$ cat src/hdl/mrsp_pkg.sv
package mrsp_pkg;

    localparam int MESSAGE_DEPTH = 64;
    localparam int ADDR_W        = $clog2(MESSAGE_DEPTH);
    localparam int CNT_W         = $clog2(MESSAGE_DEPTH + 1);
    localparam int LENGTH_W      = 7;
    localparam int FIFO_DEPTH    = 4;
    localparam int FIFO_AW       = $clog2(FIFO_DEPTH);
    localparam int CFG_IDX_W     = 3;
    localparam int CFG_DATA_W    = 7;

    localparam logic [CNT_W-1:0] DEPTH_C = CNT_W'(MESSAGE_DEPTH);

    localparam logic [7:0] SYSEX_START = 8'hF0;
    localparam logic [7:0] EOX_BYTE    = 8'hF7;
    localparam logic [3:0] STATUS_CC   = 4'hB;
    localparam logic [3:0] STATUS_PC   = 4'hC;

    typedef enum logic [1:0] {
        EV_CONTROL      = 2'd0,
        EV_PRESET       = 2'd1,
        EV_SYSEX_BYTE   = 2'd2,
        EV_SYSEX_REJECT = 2'd3
    } t_event_kind;

    typedef enum logic [CFG_IDX_W-1:0] {
        CFG_MIDI_CHANNEL    = 3'd0,
        CFG_BANK_CONTROLLER = 3'd1,
        CFG_MAKER_FIRST     = 3'd2,
        CFG_MAKER_SECOND    = 3'd3,
        CFG_MAKER_THIRD     = 3'd4,
        CFG_TAP_TEMPO       = 3'd5,
        CFG_TUNER           = 3'd6
    } t_cfg_index;

    typedef struct packed {
        logic [4:0] midi_channel;
        logic [6:0] bank_controller;
        logic [6:0] maker_id_first;
        logic [6:0] maker_id_second;
        logic [6:0] maker_id_third;
        logic [6:0] tap_tempo_function;
        logic [6:0] tuner_function;
    } t_cfg;

    localparam t_cfg CFG_RESET = '{
        midi_channel:       5'd0,
        bank_controller:    7'd0,
        maker_id_first:     7'd0,
        maker_id_second:    7'd1,
        maker_id_third:     7'd116,
        tap_tempo_function: 7'd16,
        tuner_function:     7'd13
    };

    typedef enum logic [2:0] {
        OP_STORE   = 3'd0,
        OP_CONTROL = 3'd1,
        OP_PRESET  = 3'd2,
        OP_REJECT  = 3'd3,
        OP_EMIT    = 3'd4
    } t_op;

    typedef struct packed {
        t_op               op;
        logic [ADDR_W-1:0] addr;
        logic [7:0]        data_a;
        logic [7:0]        data_b;
        logic [15:0]       preset;
        logic [CNT_W-1:0]  len;
    } t_cmd;

endpackage

$ cat src/hdl/mrsp_byte_if.sv
interface mrsp_byte_if;
    logic       valid;
    logic       ready;
    logic [7:0] rx_byte;

    modport source (output valid, output rx_byte, input ready);
    modport sink   (input valid, input rx_byte, output ready);
endinterface

$ cat src/hdl/mrsp_event_if.sv
interface mrsp_event_if;
    logic        valid;
    logic        ready;
    logic [1:0]  event_kind;
    logic [7:0]  controller_number;
    logic [7:0]  controller_value;
    logic [15:0] preset_number;
    logic [7:0]  message_byte;
    logic        message_last;
    logic [6:0]  message_length;

    modport source (output valid, output event_kind, output controller_number,
                    output controller_value, output preset_number, output message_byte,
                    output message_last, output message_length, input ready);
    modport sink   (input valid, input event_kind, input controller_number,
                    input controller_value, input preset_number, input message_byte,
                    input message_last, input message_length, output ready);
endinterface

$ cat src/hdl/mrsp_front.sv
module mrsp_front (
    input  logic           i_clk,
    input  logic           i_rst_n,
    input  mrsp_pkg::t_cfg i_cfg,
    mrsp_byte_if.sink      i_rx,
    input  logic           i_space,
    output logic           o_push,
    output mrsp_pkg::t_cmd o_cmd
);
    import mrsp_pkg::*;

    typedef enum logic [2:0] {
        M_IDLE,
        M_CC_CTRL,
        M_CC_VALUE,
        M_PC,
        M_SYSEX
    } t_mode;

    t_mode            r_mode, n_mode;
    logic [7:0]       r_bank, n_bank;
    logic [7:0]       r_pend, n_pend;
    logic [CNT_W-1:0] r_count, n_count;
    logic [7:0]       r_xor_thru, n_xor_thru;
    logic [7:0]       r_xor_before, n_xor_before;
    logic             r_ovf, n_ovf;
    logic [7:0]       r_hdr1, n_hdr1;
    logic [7:0]       r_hdr2, n_hdr2;
    logic [7:0]       r_hdr3, n_hdr3;
    logic [7:0]       r_func, n_func;
    logic [7:0]       r_last, n_last;

    logic             accept;
    logic [7:0]       b;
    logic             chan_ok;
    logic             start;
    logic             room;
    logic [CNT_W-1:0] msg_len;
    logic             ovf_all;
    logic [7:0]       func_byte;
    logic             skip_sum;
    logic             ok;

    assign i_rx.ready = i_space;
    assign accept     = i_rx.valid && i_space;
    assign b          = i_rx.rx_byte;
    assign chan_ok    = (i_cfg.midi_channel == 5'd0) ||
                        (i_cfg.midi_channel == ({1'b0, b[3:0]} + 5'd1));
    assign room       = r_count < DEPTH_C;

    always_comb begin
        n_mode       = r_mode;
        n_bank       = r_bank;
        n_pend       = r_pend;
        n_count      = r_count;
        n_xor_thru   = r_xor_thru;
        n_xor_before = r_xor_before;
        n_ovf        = r_ovf;
        n_hdr1       = r_hdr1;
        n_hdr2       = r_hdr2;
        n_hdr3       = r_hdr3;
        n_func       = r_func;
        n_last       = r_last;
        o_push       = 1'b0;
        o_cmd        = '0;
        start        = 1'b0;
        msg_len      = room ? r_count + CNT_W'(1) : r_count;
        ovf_all      = r_ovf || !room;
        // on a six byte message the function byte is the end byte itself
        func_byte    = (r_count == CNT_W'(5)) ? b : r_func;
        skip_sum     = (func_byte == {1'b0, i_cfg.tap_tempo_function}) ||
                       (func_byte == {1'b0, i_cfg.tuner_function});
        ok           = !ovf_all && (msg_len > CNT_W'(5)) &&
                       (r_hdr1 == {1'b0, i_cfg.maker_id_first}) &&
                       (r_hdr2 == {1'b0, i_cfg.maker_id_second}) &&
                       (r_hdr3 == {1'b0, i_cfg.maker_id_third}) &&
                       (skip_sum || (r_last == {1'b0, r_xor_before[6:0]}));

        if (accept) begin
            unique case (r_mode)
                M_IDLE: begin
                    if (b[7:4] == STATUS_CC) begin
                        if (chan_ok) n_mode = M_CC_CTRL;
                    end else if (b[7:4] == STATUS_PC) begin
                        if (chan_ok) n_mode = M_PC;
                    end else if (b == SYSEX_START) begin
                        start = 1'b1;
                    end
                end
                M_CC_CTRL: begin
                    n_pend = b;
                    n_mode = M_CC_VALUE;
                end
                M_CC_VALUE: begin
                    if (r_pend == {1'b0, i_cfg.bank_controller}) n_bank = b;
                    o_push       = 1'b1;
                    o_cmd.op     = OP_CONTROL;
                    o_cmd.data_a = r_pend;
                    o_cmd.data_b = b;
                    n_mode       = M_IDLE;
                end
                M_PC: begin
                    o_push       = 1'b1;
                    o_cmd.op     = OP_PRESET;
                    o_cmd.preset = {1'b0, r_bank, 7'd0} + {8'd0, b};
                    n_mode       = M_IDLE;
                end
                M_SYSEX: begin
                    if (b == SYSEX_START) begin
                        start = 1'b1;
                    end else if (b != EOX_BYTE) begin
                        if (room) begin
                            o_push       = 1'b1;
                            o_cmd.op     = OP_STORE;
                            o_cmd.addr   = r_count[ADDR_W-1:0];
                            o_cmd.data_a = b;
                            n_count      = r_count + CNT_W'(1);
                            if (r_count == CNT_W'(1)) n_hdr1 = b;
                            if (r_count == CNT_W'(2)) n_hdr2 = b;
                            if (r_count == CNT_W'(3)) n_hdr3 = b;
                            if (r_count == CNT_W'(5)) n_func = b;
                        end else begin
                            n_ovf = 1'b1;
                        end
                        n_xor_before = r_xor_thru;
                        n_xor_thru   = r_xor_thru ^ b;
                        n_last       = b;
                    end else begin
                        // end byte is not stored, the back end appends it
                        o_push    = 1'b1;
                        o_cmd.op  = ok ? OP_EMIT : OP_REJECT;
                        o_cmd.len = msg_len;
                        n_mode    = M_IDLE;
                    end
                end
                default: n_mode = M_IDLE;
            endcase

            if (start) begin
                o_push       = 1'b1;
                o_cmd.op     = OP_STORE;
                o_cmd.addr   = '0;
                o_cmd.data_a = SYSEX_START;
                n_count      = CNT_W'(1);
                n_xor_before = 8'd0;
                n_xor_thru   = SYSEX_START;
                n_ovf        = 1'b0;
                n_mode       = M_SYSEX;
            end
        end
    end

    always_ff @(posedge i_clk) begin
        if (!i_rst_n) begin
            r_mode       <= M_IDLE;
            r_bank       <= 8'd0;
            r_pend       <= 8'd0;
            r_count      <= '0;
            r_xor_thru   <= 8'd0;
            r_xor_before <= 8'd0;
            r_ovf        <= 1'b0;
            r_hdr1       <= 8'd0;
            r_hdr2       <= 8'd0;
            r_hdr3       <= 8'd0;
            r_func       <= 8'd0;
            r_last       <= 8'd0;
        end else begin
            r_mode       <= n_mode;
            r_bank       <= n_bank;
            r_pend       <= n_pend;
            r_count      <= n_count;
            r_xor_thru   <= n_xor_thru;
            r_xor_before <= n_xor_before;
            r_ovf        <= n_ovf;
            r_hdr1       <= n_hdr1;
            r_hdr2       <= n_hdr2;
            r_hdr3       <= n_hdr3;
            r_func       <= n_func;
            r_last       <= n_last;
        end
    end

endmodule

$ cat src/hdl/mrsp_cmd_fifo.sv
module mrsp_cmd_fifo (
    input  logic           i_clk,
    input  logic           i_rst_n,
    input  logic           i_push,
    input  mrsp_pkg::t_cmd i_cmd,
    output logic           o_space,
    output logic           o_valid,
    output mrsp_pkg::t_cmd o_cmd,
    input  logic           i_pop
);
    import mrsp_pkg::*;

    t_cmd               r_mem [FIFO_DEPTH];
    logic [FIFO_AW-1:0] r_wr;
    logic [FIFO_AW-1:0] r_rd;
    logic [FIFO_AW:0]   r_fill;

    assign o_space = r_fill != (FIFO_AW + 1)'(FIFO_DEPTH);
    assign o_valid = r_fill != '0;
    assign o_cmd   = r_mem[r_rd];

    always_ff @(posedge i_clk) begin
        if (i_push) r_mem[r_wr] <= i_cmd;
    end

    always_ff @(posedge i_clk) begin
        if (!i_rst_n) begin
            r_wr   <= '0;
            r_rd   <= '0;
            r_fill <= '0;
        end else begin
            if (i_push) r_wr <= r_wr + FIFO_AW'(1);
            if (i_pop)  r_rd <= r_rd + FIFO_AW'(1);
            case ({i_push, i_pop})
                2'b10:   r_fill <= r_fill + (FIFO_AW + 1)'(1);
                2'b01:   r_fill <= r_fill - (FIFO_AW + 1)'(1);
                default: r_fill <= r_fill;
            endcase
        end
    end

endmodule

$ cat src/hdl/mrsp_back.sv
module mrsp_back (
    input  logic           i_clk,
    input  logic           i_rst_n,
    input  logic           i_valid,
    input  mrsp_pkg::t_cmd i_cmd,
    output logic           o_pop,
    mrsp_event_if.source   o_evt
);
    import mrsp_pkg::*;

    typedef enum logic [1:0] {
        S_IDLE,
        S_FETCH,
        S_SEND
    } t_state;

    t_state           r_state;
    logic [CNT_W-1:0] r_idx;
    logic [CNT_W-1:0] r_len;
    logic [7:0]       r_mem [MESSAGE_DEPTH];
    logic [7:0]       r_rd_data;

    logic             r_out_valid;
    t_event_kind      r_kind;
    logic [7:0]       r_ctrl_num;
    logic [7:0]       r_ctrl_val;
    logic [15:0]      r_preset;
    logic [7:0]       r_msg_byte;
    logic             r_msg_last;
    logic [CNT_W-1:0] r_msg_len;

    logic             can_load;
    logic             at_end;
    logic             load_evt;

    assign can_load = !r_out_valid || o_evt.ready;
    assign at_end   = r_idx == (r_len - CNT_W'(1));
    assign o_pop    = (r_state == S_IDLE) && i_valid &&
                      ((i_cmd.op == OP_STORE) || (i_cmd.op == OP_EMIT) || can_load);
    assign load_evt = (o_pop && (i_cmd.op != OP_STORE) && (i_cmd.op != OP_EMIT)) ||
                      ((r_state == S_SEND) && can_load);

    // message store: one write port from the queue, one read port for the drain
    always_ff @(posedge i_clk) begin
        if (o_pop && (i_cmd.op == OP_STORE)) r_mem[i_cmd.addr] <= i_cmd.data_a;
        r_rd_data <= r_mem[r_idx[ADDR_W-1:0]];
    end

    always_ff @(posedge i_clk) begin
        if (!i_rst_n) begin
            r_state     <= S_IDLE;
            r_out_valid <= 1'b0;
            r_idx       <= '0;
            r_len       <= '0;
        end else begin
            if (load_evt) begin
                r_out_valid <= 1'b1;
            end else if (o_evt.ready) begin
                r_out_valid <= 1'b0;
            end
            unique case (r_state)
                S_IDLE: begin
                    if (o_pop) begin
                        unique case (i_cmd.op)
                            OP_CONTROL: begin
                                r_kind     <= EV_CONTROL;
                                r_ctrl_num <= i_cmd.data_a;
                                r_ctrl_val <= i_cmd.data_b;
                                r_preset   <= 16'd0;
                                r_msg_byte <= 8'd0;
                                r_msg_last <= 1'b0;
                                r_msg_len  <= '0;
                            end
                            OP_PRESET: begin
                                r_kind     <= EV_PRESET;
                                r_ctrl_num <= 8'd0;
                                r_ctrl_val <= 8'd0;
                                r_preset   <= i_cmd.preset;
                                r_msg_byte <= 8'd0;
                                r_msg_last <= 1'b0;
                                r_msg_len  <= '0;
                            end
                            OP_REJECT: begin
                                r_kind     <= EV_SYSEX_REJECT;
                                r_ctrl_num <= 8'd0;
                                r_ctrl_val <= 8'd0;
                                r_preset   <= 16'd0;
                                r_msg_byte <= 8'd0;
                                r_msg_last <= 1'b0;
                                r_msg_len  <= '0;
                            end
                            OP_EMIT: begin
                                r_len   <= i_cmd.len;
                                r_idx   <= '0;
                                r_state <= S_FETCH;
                            end
                            default: ;
                        endcase
                    end
                end
                S_FETCH: r_state <= S_SEND;
                S_SEND: begin
                    if (can_load) begin
                        r_kind      <= EV_SYSEX_BYTE;
                        r_ctrl_num  <= 8'd0;
                        r_ctrl_val  <= 8'd0;
                        r_preset    <= 16'd0;
                        r_msg_byte  <= at_end ? EOX_BYTE : r_rd_data;
                        r_msg_last  <= at_end;
                        r_msg_len   <= r_len;
                        if (at_end) begin
                            r_state <= S_IDLE;
                        end else begin
                            r_idx   <= r_idx + CNT_W'(1);
                            r_state <= S_FETCH;
                        end
                    end
                end
                default: r_state <= S_IDLE;
            endcase
        end
    end

    assign o_evt.valid             = r_out_valid;
    assign o_evt.event_kind        = r_kind;
    assign o_evt.controller_number = r_ctrl_num;
    assign o_evt.controller_value  = r_ctrl_val;
    assign o_evt.preset_number     = r_preset;
    assign o_evt.message_byte      = r_msg_byte;
    assign o_evt.message_last      = r_msg_last;
    assign o_evt.message_length    = LENGTH_W'(r_msg_len);

endmodule

$ cat src/hdl/midi_receive_sysex_parser.sv
// MIDI receive parser. Takes one received byte per beat on i_rx and reports control changes on
// the configured channel, preset changes (bank*128 + program) and checked system-exclusive
// messages, which leave on o_evt one byte per beat, ending with the end byte marked last, or as
// a single reject beat. A front end classifies one byte per cycle and hands commands to a
// four-entry queue; a back end owns the 64-byte message store and the output register. Input
// is taken every cycle while the queue has room. The back end takes control, preset and store
// commands from the queue; an accepted message is drained byte by byte through a fetch and a
// send state, because each store read is registered before it goes out. Bytes
// received during a drain queue up, and i_rx stalls once four commands wait. Configuration
// writes are taken at any edge on the write port and should be made while the block is idle.
module midi_receive_sysex_parser (
    input  logic                            i_clk,
    input  logic                            i_rst_n,
    input  logic                            i_cfg_we,
    input  logic [mrsp_pkg::CFG_IDX_W-1:0]  i_cfg_index,
    input  logic [mrsp_pkg::CFG_DATA_W-1:0] i_cfg_data,
    mrsp_byte_if.sink                       i_rx,
    mrsp_event_if.source                    o_evt
);
    import mrsp_pkg::*;

    t_cfg r_cfg;
    logic q_push;
    t_cmd q_in;
    logic q_space;
    logic q_valid;
    t_cmd q_out;
    logic q_pop;

    always_ff @(posedge i_clk) begin
        if (!i_rst_n) begin
            r_cfg <= CFG_RESET;
        end else if (i_cfg_we) begin
            unique case (t_cfg_index'(i_cfg_index))
                CFG_MIDI_CHANNEL:    r_cfg.midi_channel       <= i_cfg_data[4:0];
                CFG_BANK_CONTROLLER: r_cfg.bank_controller    <= i_cfg_data;
                CFG_MAKER_FIRST:     r_cfg.maker_id_first     <= i_cfg_data;
                CFG_MAKER_SECOND:    r_cfg.maker_id_second    <= i_cfg_data;
                CFG_MAKER_THIRD:     r_cfg.maker_id_third     <= i_cfg_data;
                CFG_TAP_TEMPO:       r_cfg.tap_tempo_function <= i_cfg_data;
                CFG_TUNER:           r_cfg.tuner_function     <= i_cfg_data;
                default: ;
            endcase
        end
    end

    mrsp_front u_front (
        .i_clk   (i_clk),
        .i_rst_n (i_rst_n),
        .i_cfg   (r_cfg),
        .i_rx    (i_rx),
        .i_space (q_space),
        .o_push  (q_push),
        .o_cmd   (q_in)
    );

    mrsp_cmd_fifo u_fifo (
        .i_clk   (i_clk),
        .i_rst_n (i_rst_n),
        .i_push  (q_push),
        .i_cmd   (q_in),
        .o_space (q_space),
        .o_valid (q_valid),
        .o_cmd   (q_out),
        .i_pop   (q_pop)
    );

    mrsp_back u_back (
        .i_clk   (i_clk),
        .i_rst_n (i_rst_n),
        .i_valid (q_valid),
        .i_cmd   (q_out),
        .o_pop   (q_pop),
        .o_evt   (o_evt)
    );

endmodule

$ cat src/flat_wrapper.sv
// flat-port wrapper written by rule: the top's interface ports become plain ports
module midi_receive_sysex_parser_flat import mrsp_pkg::*;
  (i_clk, i_rst_n, i_cfg_we, i_cfg_index, i_cfg_data, i_rx_valid, i_rx_rx_byte, i_rx_ready, o_evt_valid, o_evt_event_kind, o_evt_controller_number, o_evt_controller_value, o_evt_preset_number, o_evt_message_byte, o_evt_message_last, o_evt_message_length, o_evt_ready);
  mrsp_byte_if i_rx_i ();
  mrsp_event_if o_evt_i ();
  input  logic i_clk;
  input  logic i_rst_n;
  input  logic i_cfg_we;
  input  logic [mrsp_pkg::CFG_IDX_W-1:0] i_cfg_index;
  input  logic [mrsp_pkg::CFG_DATA_W-1:0] i_cfg_data;
  input wire logic [$bits(i_rx_i.valid)-1:0] i_rx_valid;
  input wire logic [$bits(i_rx_i.rx_byte)-1:0] i_rx_rx_byte;
  output wire logic [$bits(i_rx_i.ready)-1:0] i_rx_ready;
  output wire logic [$bits(o_evt_i.valid)-1:0] o_evt_valid;
  output wire logic [$bits(o_evt_i.event_kind)-1:0] o_evt_event_kind;
  output wire logic [$bits(o_evt_i.controller_number)-1:0] o_evt_controller_number;
  output wire logic [$bits(o_evt_i.controller_value)-1:0] o_evt_controller_value;
  output wire logic [$bits(o_evt_i.preset_number)-1:0] o_evt_preset_number;
  output wire logic [$bits(o_evt_i.message_byte)-1:0] o_evt_message_byte;
  output wire logic [$bits(o_evt_i.message_last)-1:0] o_evt_message_last;
  output wire logic [$bits(o_evt_i.message_length)-1:0] o_evt_message_length;
  input wire logic [$bits(o_evt_i.ready)-1:0] o_evt_ready;
  assign i_rx_i.valid = i_rx_valid;
  assign i_rx_i.rx_byte = i_rx_rx_byte;
  assign i_rx_ready = i_rx_i.ready;
  assign o_evt_valid = o_evt_i.valid;
  assign o_evt_event_kind = o_evt_i.event_kind;
  assign o_evt_controller_number = o_evt_i.controller_number;
  assign o_evt_controller_value = o_evt_i.controller_value;
  assign o_evt_preset_number = o_evt_i.preset_number;
  assign o_evt_message_byte = o_evt_i.message_byte;
  assign o_evt_message_last = o_evt_i.message_last;
  assign o_evt_message_length = o_evt_i.message_length;
  assign o_evt_i.ready = o_evt_ready;
  midi_receive_sysex_parser u_core (.i_clk(i_clk), .i_rst_n(i_rst_n), .i_cfg_we(i_cfg_we), .i_cfg_index(i_cfg_index), .i_cfg_data(i_cfg_data), .i_rx(i_rx_i), .o_evt(o_evt_i));
endmodule
$ cat config.mk
export PLATFORM = sky130hd
export DESIGN_NAME = midi_receive_sysex_parser_flat
export DESIGN_NICKNAME = d
export VERILOG_FILES = /design/src/hdl/mrsp_pkg.sv /design/src/hdl/mrsp_byte_if.sv /design/src/hdl/mrsp_event_if.sv /design/src/hdl/mrsp_front.sv /design/src/hdl/mrsp_cmd_fifo.sv /design/src/hdl/mrsp_back.sv /design/src/hdl/midi_receive_sysex_parser.sv /design/src/flat_wrapper.sv
export SDC_FILE = /design/constraint.sdc
export NUM_CORES = 1
export LEC_CHECK = 0
export BUFFER_PORTS_ARGS = -buffer_cell sky130_fd_sc_hd__buf_2
export CORE_AREA = 2 2 352 354
export DETAILED_ROUTE_END_ITERATION = 8
export DIE_AREA = 0 0 354 356
export GPL_TIMING_DRIVEN = 0
export MAX_ROUTING_LAYER = met4
export PLACE_DENSITY = 0.48
export SETUP_SLACK_MARGIN = 0.4
export SYNTH_ARGS = -nofsm -noshare
export SYNTH_HDL_FRONTEND = slang
export SYNTH_SLANG_ARGS = --single-unit
$ cat constraint.sdc
create_clock -name i_clk -period 7 [get_ports i_clk]
set_clock_uncertainty 0.05 [all_clocks]
set_input_delay 1.05 -clock i_clk [delete_from_list [all_inputs] [get_ports i_clk]]
set_output_delay 1.05 -clock i_clk [all_outputs]
set_load 0.1 [all_outputs]
==> results of run 1 <==
-- metal layers --
layer,part of all wire [%],GRT usage (%),vias up
li1,-,-,8655
met3,4.5,2.469,137
met1,43,19.68,10220
met2,50,25.31,488
met5,0,-,-
met4,2.2,4.068,0
-- synth_stat cells, types with 10 or more instances --
master    instances
a21oi_1          58
a22oi_1          21
nor3_1           14
edfxtp_1        754
nor4_1           12
dfxtp_1         162
xor2_1           67
inv_1            22
nand2_1         107
clkbuf_1         67
and2_1           39
mux4_2          208
nor2b_1          27
buf_1            12
buf_2            27
mux2i_1          78
or3_1            10
and3_1           20
o21ai_0          13
nand3_1          40
ha_1             15
nor2_1          243
xnor2_1          27
nand2b_1         13
-- worst min-delay path: cells and delay by family (launching register included) --
kind               cells  cell delay [ns]
and+or+nand+nor        1             0.05
AOI/OAI and AO/OA      1             0.05
DFF                    1             0.31
-- registers in the layout (all words and copies together) (netlist names), 16 cells and up, named ones only --
name                               count
u_core.u_fifo.r_mem                  192
u_core.u_back.o_evt.preset_number     16
u_core.r_cfg                          47
u_core.u_back.r_mem                  512
-- worst paths after layout --
path	startpoint	end	slack [ns]
setup / recovery	i_rx_rx_byte[1]	u_core.u_fifo.r_fill[2]	2.73
hold / removal	u_core.u_front.r_last[7]	u_core.u_front.r_last[7]	0.42
setup reg to reg	u_core.u_back.r_idx[1]	u_core.u_back.r_rd_data[2]	2.87
hold reg to reg	u_core.u_front.r_last[7]	u_core.u_front.r_last[7]	0.42
-- through the flow --
step / cells / total power, mW
after floorplan: 2146 / 7.659
after global placement: 3854 / 8.229
after detailed placement: 3857 / 8.307
after CTS: 4040 / 13.54
after global routing: 4040 / 13.83
final: 4041 / 13.37
-- cells by family after synthesis --
| kind of cell | synth area share, % |
|---|---|
| AOI/OAI and AO/OA | 2.358 |
| xor gates and xnor gates | 2.316 |
| adders and majority gates | 0.5688 |
| buffers and inverters | 1.573 |
| DFF | 70.89 |
| muxes | 14.97 |
| and+or+nand+nor | 7.323 |
-- layout make-up --
class                      count  area (sq um)  share of cell area, %
timing repair buffer          74         412.9                 0.9754
clock buffer                 131          2690                  6.355
buffer                       113         488.0                  1.153
sequential                   916         25880                  61.15
tap                         1637          2048                  4.838
multi-input combinational   1094         10130                  23.93
clock inverter                52         588.1                  1.389
antenna                        1         2.502               0.005911
inverter                      23         86.33                 0.2039
-- power by group through the flow --
| stage | clock network, mW | logic, mW | registers [mW] |
|---|---|---|---|
| global route | 5.54 | 1.91 | 6.38 |
| detailed placement | 0 | 1.80 | 6.50 |
| floorplan | 0 | 0.864 | 6.80 |
| finish | 5.23 | 1.77 | 6.37 |
| global placement | 0 | 1.73 | 6.50 |
| CTS | 5.34 | 1.81 | 6.39 |
==> results_dict.tcl, run 1 <==
set metrics [dict create \
    drt_pass1_iterations 6 \
    via_count 19500 \
    clk_pin_slew_worst_paths_ns 0.06 \
    r2r.worst_path.cells 7 \
    post_drt_wl_per_cell_um 23.43 \
    numCtsBuffers 99 \
    overflow 0 \
    cpMostUsedCell "inv_1" \
    htreeDepth 3 \
    row_count 129 \
    swShare_pct 26.60 \
    cp_top_family "buffers and inverters" \
    crit_chain "buf_2, clkbuf_1, inv_1, ha_1, nor2b_1, nand3_1, a31oi_1, inv_1, ha_1, inv_1, fa_1, xor2_1, or3_1, a21oi_1" \
    max_cap_violations 0 \
    yosys-top-cells-area "edfxtp_1 (62%), mux4_2 (13%), dfxtp_1 (8.9%)" \
    place_ws_ns 2.052 \
    synth_edf_count 754 \
    nNetsFinal 2360 \
    grt_start_max_net_pins 66 \
    maxSlewViolCount 0 \
    synth_seq_cells 916 \
    die_area_sq_um 126000 \
    area_delta_synth_final_pct 15.94 \
    totalWireLength_mm 94.66 \
    place_area_sq_um 39020 \
    drt_iter0_drc 1677 \
    hold_violations 0 \
    path_buf_inv 5 \
    drc 0 \
    finalSetupViolCount 0 \
    ctsHoldBuffers 0 \
    finalInstanceArea_sq_um 42330 \
    cp-end-kind "register" \
    clkPwrFrac_pct 39.1 \
    whs_ns 0.4151 \
    min_path_cells 2 \
    grt_use_total_pct 15.34 \
    core_area_sq_um 122700 \
    grt_pass1_vias 20050 \
    clk_path_buf_depth 3 \
    avgSynthCellArea_sq_um 17.01 \
    yosys_warnings 0 \
    combPwrFrac_pct 13.2 \
    synthArstFlopShare_pct 0 \
    vias_per_cell 4.825 \
    num_io_pins 75 \
    cp_data_required_time_ns 7.54 \
    yosysUniqueCellTypes 63 \
    layout_commonest_cell "edfxtp_1" \
    worst_pin_slew_ns 1.355 \
    antenna_found_initial 3 \
    drive_gt1_share_pct 20.39 \
    fp.dieW_um 354 \
    synth_top_area_share_pct 62.01 \
    power.leakage_nw 13.67 \
    cts_setup_buffers 0 \
    min_period_ns 4.268 \
    rsz0062_at_grt "no" \
    synth_ff_type "edfxtp_1" \
    status "finished clean" \
    relSlewSlack_pct 9.698 \
    power_density_nw_per_um2 315.9 \
    cp_max_fo 10 \
    initial_core_util_pct 29.77 \
    worst-setup-path-type "in -> reg" \
    clock-sinks 916 \
    switchingPower_mw 3.557 \
    cp-start-kind "input pin" \
    tritoncts "yes" \
    worstPathArrival_ns 4.81 \
    syn_inst 2146 \
    io_buffers 71 \
    cp.depth 14 \
    p_seq_share_pct 47.7 \
    nFillCells 11750 \
    final_cell_mix "edfxtp_1 (754), nor2_1 (243), mux4_2 (201)" \
    max_clock_freq_mhz 234.3 \
    slowest_delay_ns 0.73 \
    ys_seq_area_share_pct 70.89 \
    synth_area_leader_cell "edfxtp_1" \
    syn_area_sq_um 36510 \
    slowest_stage "clkbuf_1" \
    vdd_drop_max_v 0.0001898 \
    syn-num-nets 2185 \
    fin_ws_ns 2.732 \
    setup-tns-final_ns 0 \
    intPower_mw 9.814 \
    final_core_util_pct 34.51 \
    cts_root_buffer "clkbuf_16" \
    dp_hpwl_mm 62.59 \
    gp_congestion 0.8591 \
    cts_resized 0 \
    ant_nets 0 \
    clk_latency_ns 0.69 \
    period_share_pct 60.97 \
    fp.dieH_um 356 \
    hp-class "reg -> reg" \
    grt_pass1_wl_mm 137.4 \
]
Power figures use the tool's default switching activity.
==> inputs of run 2 (changes only) <==
--- a/config.mk
+++ b/config.mk
@@ -5,13 +5,14 @@
 export SDC_FILE = /design/constraint.sdc
 export NUM_CORES = 1
 export LEC_CHECK = 0
+export ABC_AREA = 1
 export BUFFER_PORTS_ARGS = -buffer_cell sky130_fd_sc_hd__buf_2
-export CORE_AREA = 2 2 352 354
+export CORE_AREA = 2 2 355 357
 export DETAILED_ROUTE_END_ITERATION = 8
-export DIE_AREA = 0 0 354 356
+export DIE_AREA = 0 0 357 359
 export GPL_TIMING_DRIVEN = 0
 export MAX_ROUTING_LAYER = met4
-export PLACE_DENSITY = 0.48
+export PLACE_DENSITY = 0.49
 export SETUP_SLACK_MARGIN = 0.4
 export SYNTH_ARGS = -nofsm -noshare
 export SYNTH_HDL_FRONTEND = slang
==> constraint.sdc (replaced) <==
create_clock -name i_clk -period 3.6 [get_ports i_clk]
set_clock_uncertainty 0.05 [all_clocks]
set_input_delay 0.54 -clock i_clk [delete_from_list [all_inputs] [get_ports i_clk]]
set_output_delay 0.54 -clock i_clk [all_outputs]
set_load 0.1 [all_outputs]
==> run 2 against run 1 <==
  * Area after synthesis up 1.5%
  * Non-clock buffer count grew 107
  * Global-route usage grew 4.3 points
  * First-iteration DRC count is 81% higher
  * Final cell count grew 30%
  * Register-to-register slack got worse by 2.6 ns
  * Clock-buffer cell count fell by 6
  * Via count rose by 37%
  * Total power up 120%
==> results_dict.tcl, run 2 <==
set metrics [dict create \
    worstHoldStart "i_cfg_data[5]" \
    crit_chain "buf_6, inv_4, buf_6, or2_0, a32oi_2, inv_2, nor3_4, nand2_1, nor2_4" \
    worst_pin_slew_ns 1.158 \
    cp-end-kind "register" \
    gp_congestion 0.9212 \
    numCtsBuffers 101 \
    relSlewSlack_pct 22.83 \
    r2r_end "u_core.u_back.r_mem[28][7]" \
    yosys_warnings 0 \
    max_clock_freq_mhz 296.8 \
    io_buffers 72 \
    ys_seq_area_share_pct 69.86 \
    ctsHoldBuffers 0 \
    totalWireLength_mm 125.7 \
    grt_start_max_net_pins 65 \
    cts_root_buffer "clkbuf_16" \
    r2r.worst_path.cells 9 \
    whs_ns 0.1672 \
    min_period_ns 3.369 \
    reg_top3 "u_core.u_back.r_mem x512, u_core.u_fifo.r_mem x192, u_core.r_cfg x47" \
    power_density_nw_per_um2 669.8 \
    place_ws_ns -0.6405 \
    antenna_found_initial 1 \
    hp-class "in -> reg" \
    final_core_util_pct 35.50 \
    fp.dieW_um 357 \
    synth_seq_cells 916 \
    rsz0062_at_grt "yes" \
    clk_path_buf_depth 3 \
    vdd_drop_max_v 0.0004757 \
    cp_data_required_time_ns 3.88 \
    dp_hpwl_mm 83.16 \
    overflow 0 \
    avgSynthCellArea_sq_um 11.28 \
    synth_edf_count 754 \
    yosys-top-cells-area "edfxtp_1 (61%), dfxtp_1 (8.8%), nor2_1 (6.7%)" \
    top_register "u_core.u_back.r_mem" \
    layout_commonest_cell "edfxtp_1" \
    area_delta_synth_final_pct 19.36 \
    power.leakage_nw 14.78 \
    vias_per_cell 5.114 \
    nNetsFinal 3543 \
    synth_top_area_share_pct 61.11 \
    core_area_sq_um 124600 \
    maxSlewViolCount 0 \
    path_buf_inv 4 \
    tritoncts "yes" \
    syn_area_sq_um 37050 \
    worst-setup-path-type "reg -> reg" \
    via_count 26810 \
    synth.most_common_cell "edfxtp_1" \
    num_io_pins 75 \
    cp_max_fo 10 \
    status "finished clean" \
    yosysUniqueCellTypes 54 \
    synthArstFlopShare_pct 0 \
    period_share_pct 93.58 \
    drt_pass1_iterations 5 \
    largest_reg_flops 512 \
    clock-sinks 916 \
    synth_area_leader_cell "edfxtp_1" \
    cp_top_family "simple AND/OR/NAND/NOR gates" \
    initial_core_util_pct 29.74 \
    drc 0 \
    setup-tns-final_ns 0 \
    row_count 130 \
    syn-num-nets 3325 \
    synth_ff_type "edfxtp_1" \
    post_drt_wl_per_cell_um 23.97 \
    synthTopCellsByCount "edfxtp_1 (754), nor2_1 (657), o21ai_0 (440), nand2_1 (316), dfxtp_1 (162)" \
    slowest_stage "nand2_1" \
    whs_endpoint "u_core.r_cfg[19]" \
    die_area_sq_um 128200 \
    drt_iter0_drc 3033 \
    r2r_slack_ns 0.23 \
    finalSetupViolCount 0 \
    max_cap_violations 0 \
    slowest_delay_ns 0.64 \
    htreeDepth 3 \
    cpMostUsedCell "buf_6" \
    grt_pass1_wl_mm 178.3 \
    fp.dieH_um 359 \
    clk_latency_ns 0.70 \
    drive_gt1_share_pct 12.06 \
    grt_use_total_pct 19.63 \
    fin_ws_ns 0.2311 \
    hold_violations 0 \
    worstPathArrival_ns 3.65 \
    min_path_cells 3 \
    final_cell_mix "edfxtp_1 (754), nor2_1 (589), o21ai_0 (440)" \
    grt_pass1_vias 24970 \
    clk_pin_slew_worst_paths_ns 0.06 \
    syn_inst 3286 \
    cp-start-kind "register" \
    ant_nets 0 \
]
## run 2: changes by cell type after synthesis, sizes merged, moves of 78 or more
cell and delta:
a21oi +94, o21ai +430, o22ai +89, nand2 +211, mux4 -208, inv +134
mux2i -78, nor2 +418
## run 2: per-stage QoR
step	area (sq um)	instances	power, mW
after floorplan	37100	3286	16.97
after global placement	39520	5008	19.20
after detailed placement	39890	5023	19.33
after CTS	43710	5220	29.71
after global routing	44220	5241	30.60
final	44220	5242	29.62
## run 2: tightest hold or removal path, stage by stage
cell and delay, ns:
buf_2 0.18, nand2_1 0.07, o211ai_1 0.07
## run 2: worst max path at each step
| stage | start | to | slack [ns] | cells after the start |
|---|---|---|---|---|
| 2_1_floorplan | i_rx_rx_byte[0] | u_core.u_fifo.r_mem[0][0] | 0.11 | 10 |
| 3_3_place_gp | i_rx_rx_byte[0] | u_core.u_fifo.r_mem[2][19] | -1.84 | 11 |
| 3_5_place_dp | i_rx_rx_byte[0] | u_core.u_fifo.r_fill[2] | -0.64 | 17 |
| 4_1_cts | register | u_core.u_back.r_mem[40][3] | 0.13 | 10 |
| 5_1_grt | register | u_core.u_back.r_mem[28][7] | 0.24 | 9 |
| 6_report | register | u_core.u_back.r_mem[28][7] | 0.23 | 9 |
## run 2: power by group
| part | internal, mW | switching [mW] | leakage [nW] |
|---|---|---|---|
| clock network | 5.90 | 4.37 | 1.60 |
| logic | 1.17 | 5.02 | 4.93 |
| registers | 13.0 | 0.157 | 8.25 |
| total | 20.1 | 9.55 | 14.8 |
## run 2: logic make-up after synthesis
kind of cell / synth area share [%]
AO/OA/AOI/OAI: 12.15
flip-flops: 69.86
adder cells (fa/ha/maj): 0.5605
AND/OR/NAND/NOR: 12.81
XOR/XNOR: 0.9691
buffers and inverters: 3.657
## run 2: cell type report
type | instances | area, sq um
timing repair buffer | 114 | 1131
fill | 12480 | 80370
tap | 1650 | 2064
clock buffer | 125 | 2700
clock inverter | 65 | 563.0
buffer | 180 | 783.3
multi-input combinational | 2024 | 10450
sequential | 916 | 25880
antenna | 1 | 2.502
inverter | 167 | 641.9
## run 2: layer usage
| layer | vias to the layer above | GRT usage, % | share of wire, % |
|---|---|---|---|
| met5 | - | - | 0 |
| met4 | 0 | 6.294 | 3.4 |
| met3 | 236 | 3.401 | 7.4 |
| met2 | 1081 | 30.40 | 46 |
| met1 | 13310 | 26.14 | 43 |
| li1 | 12180 | - | - |
## run 2: timing repair
item	4_1_cts	5_1_grt
cloned	0	1
pin swaps	6	12
setup endpoints to repair	615	701
buffers inserted	7	20
resized for setup	135	59
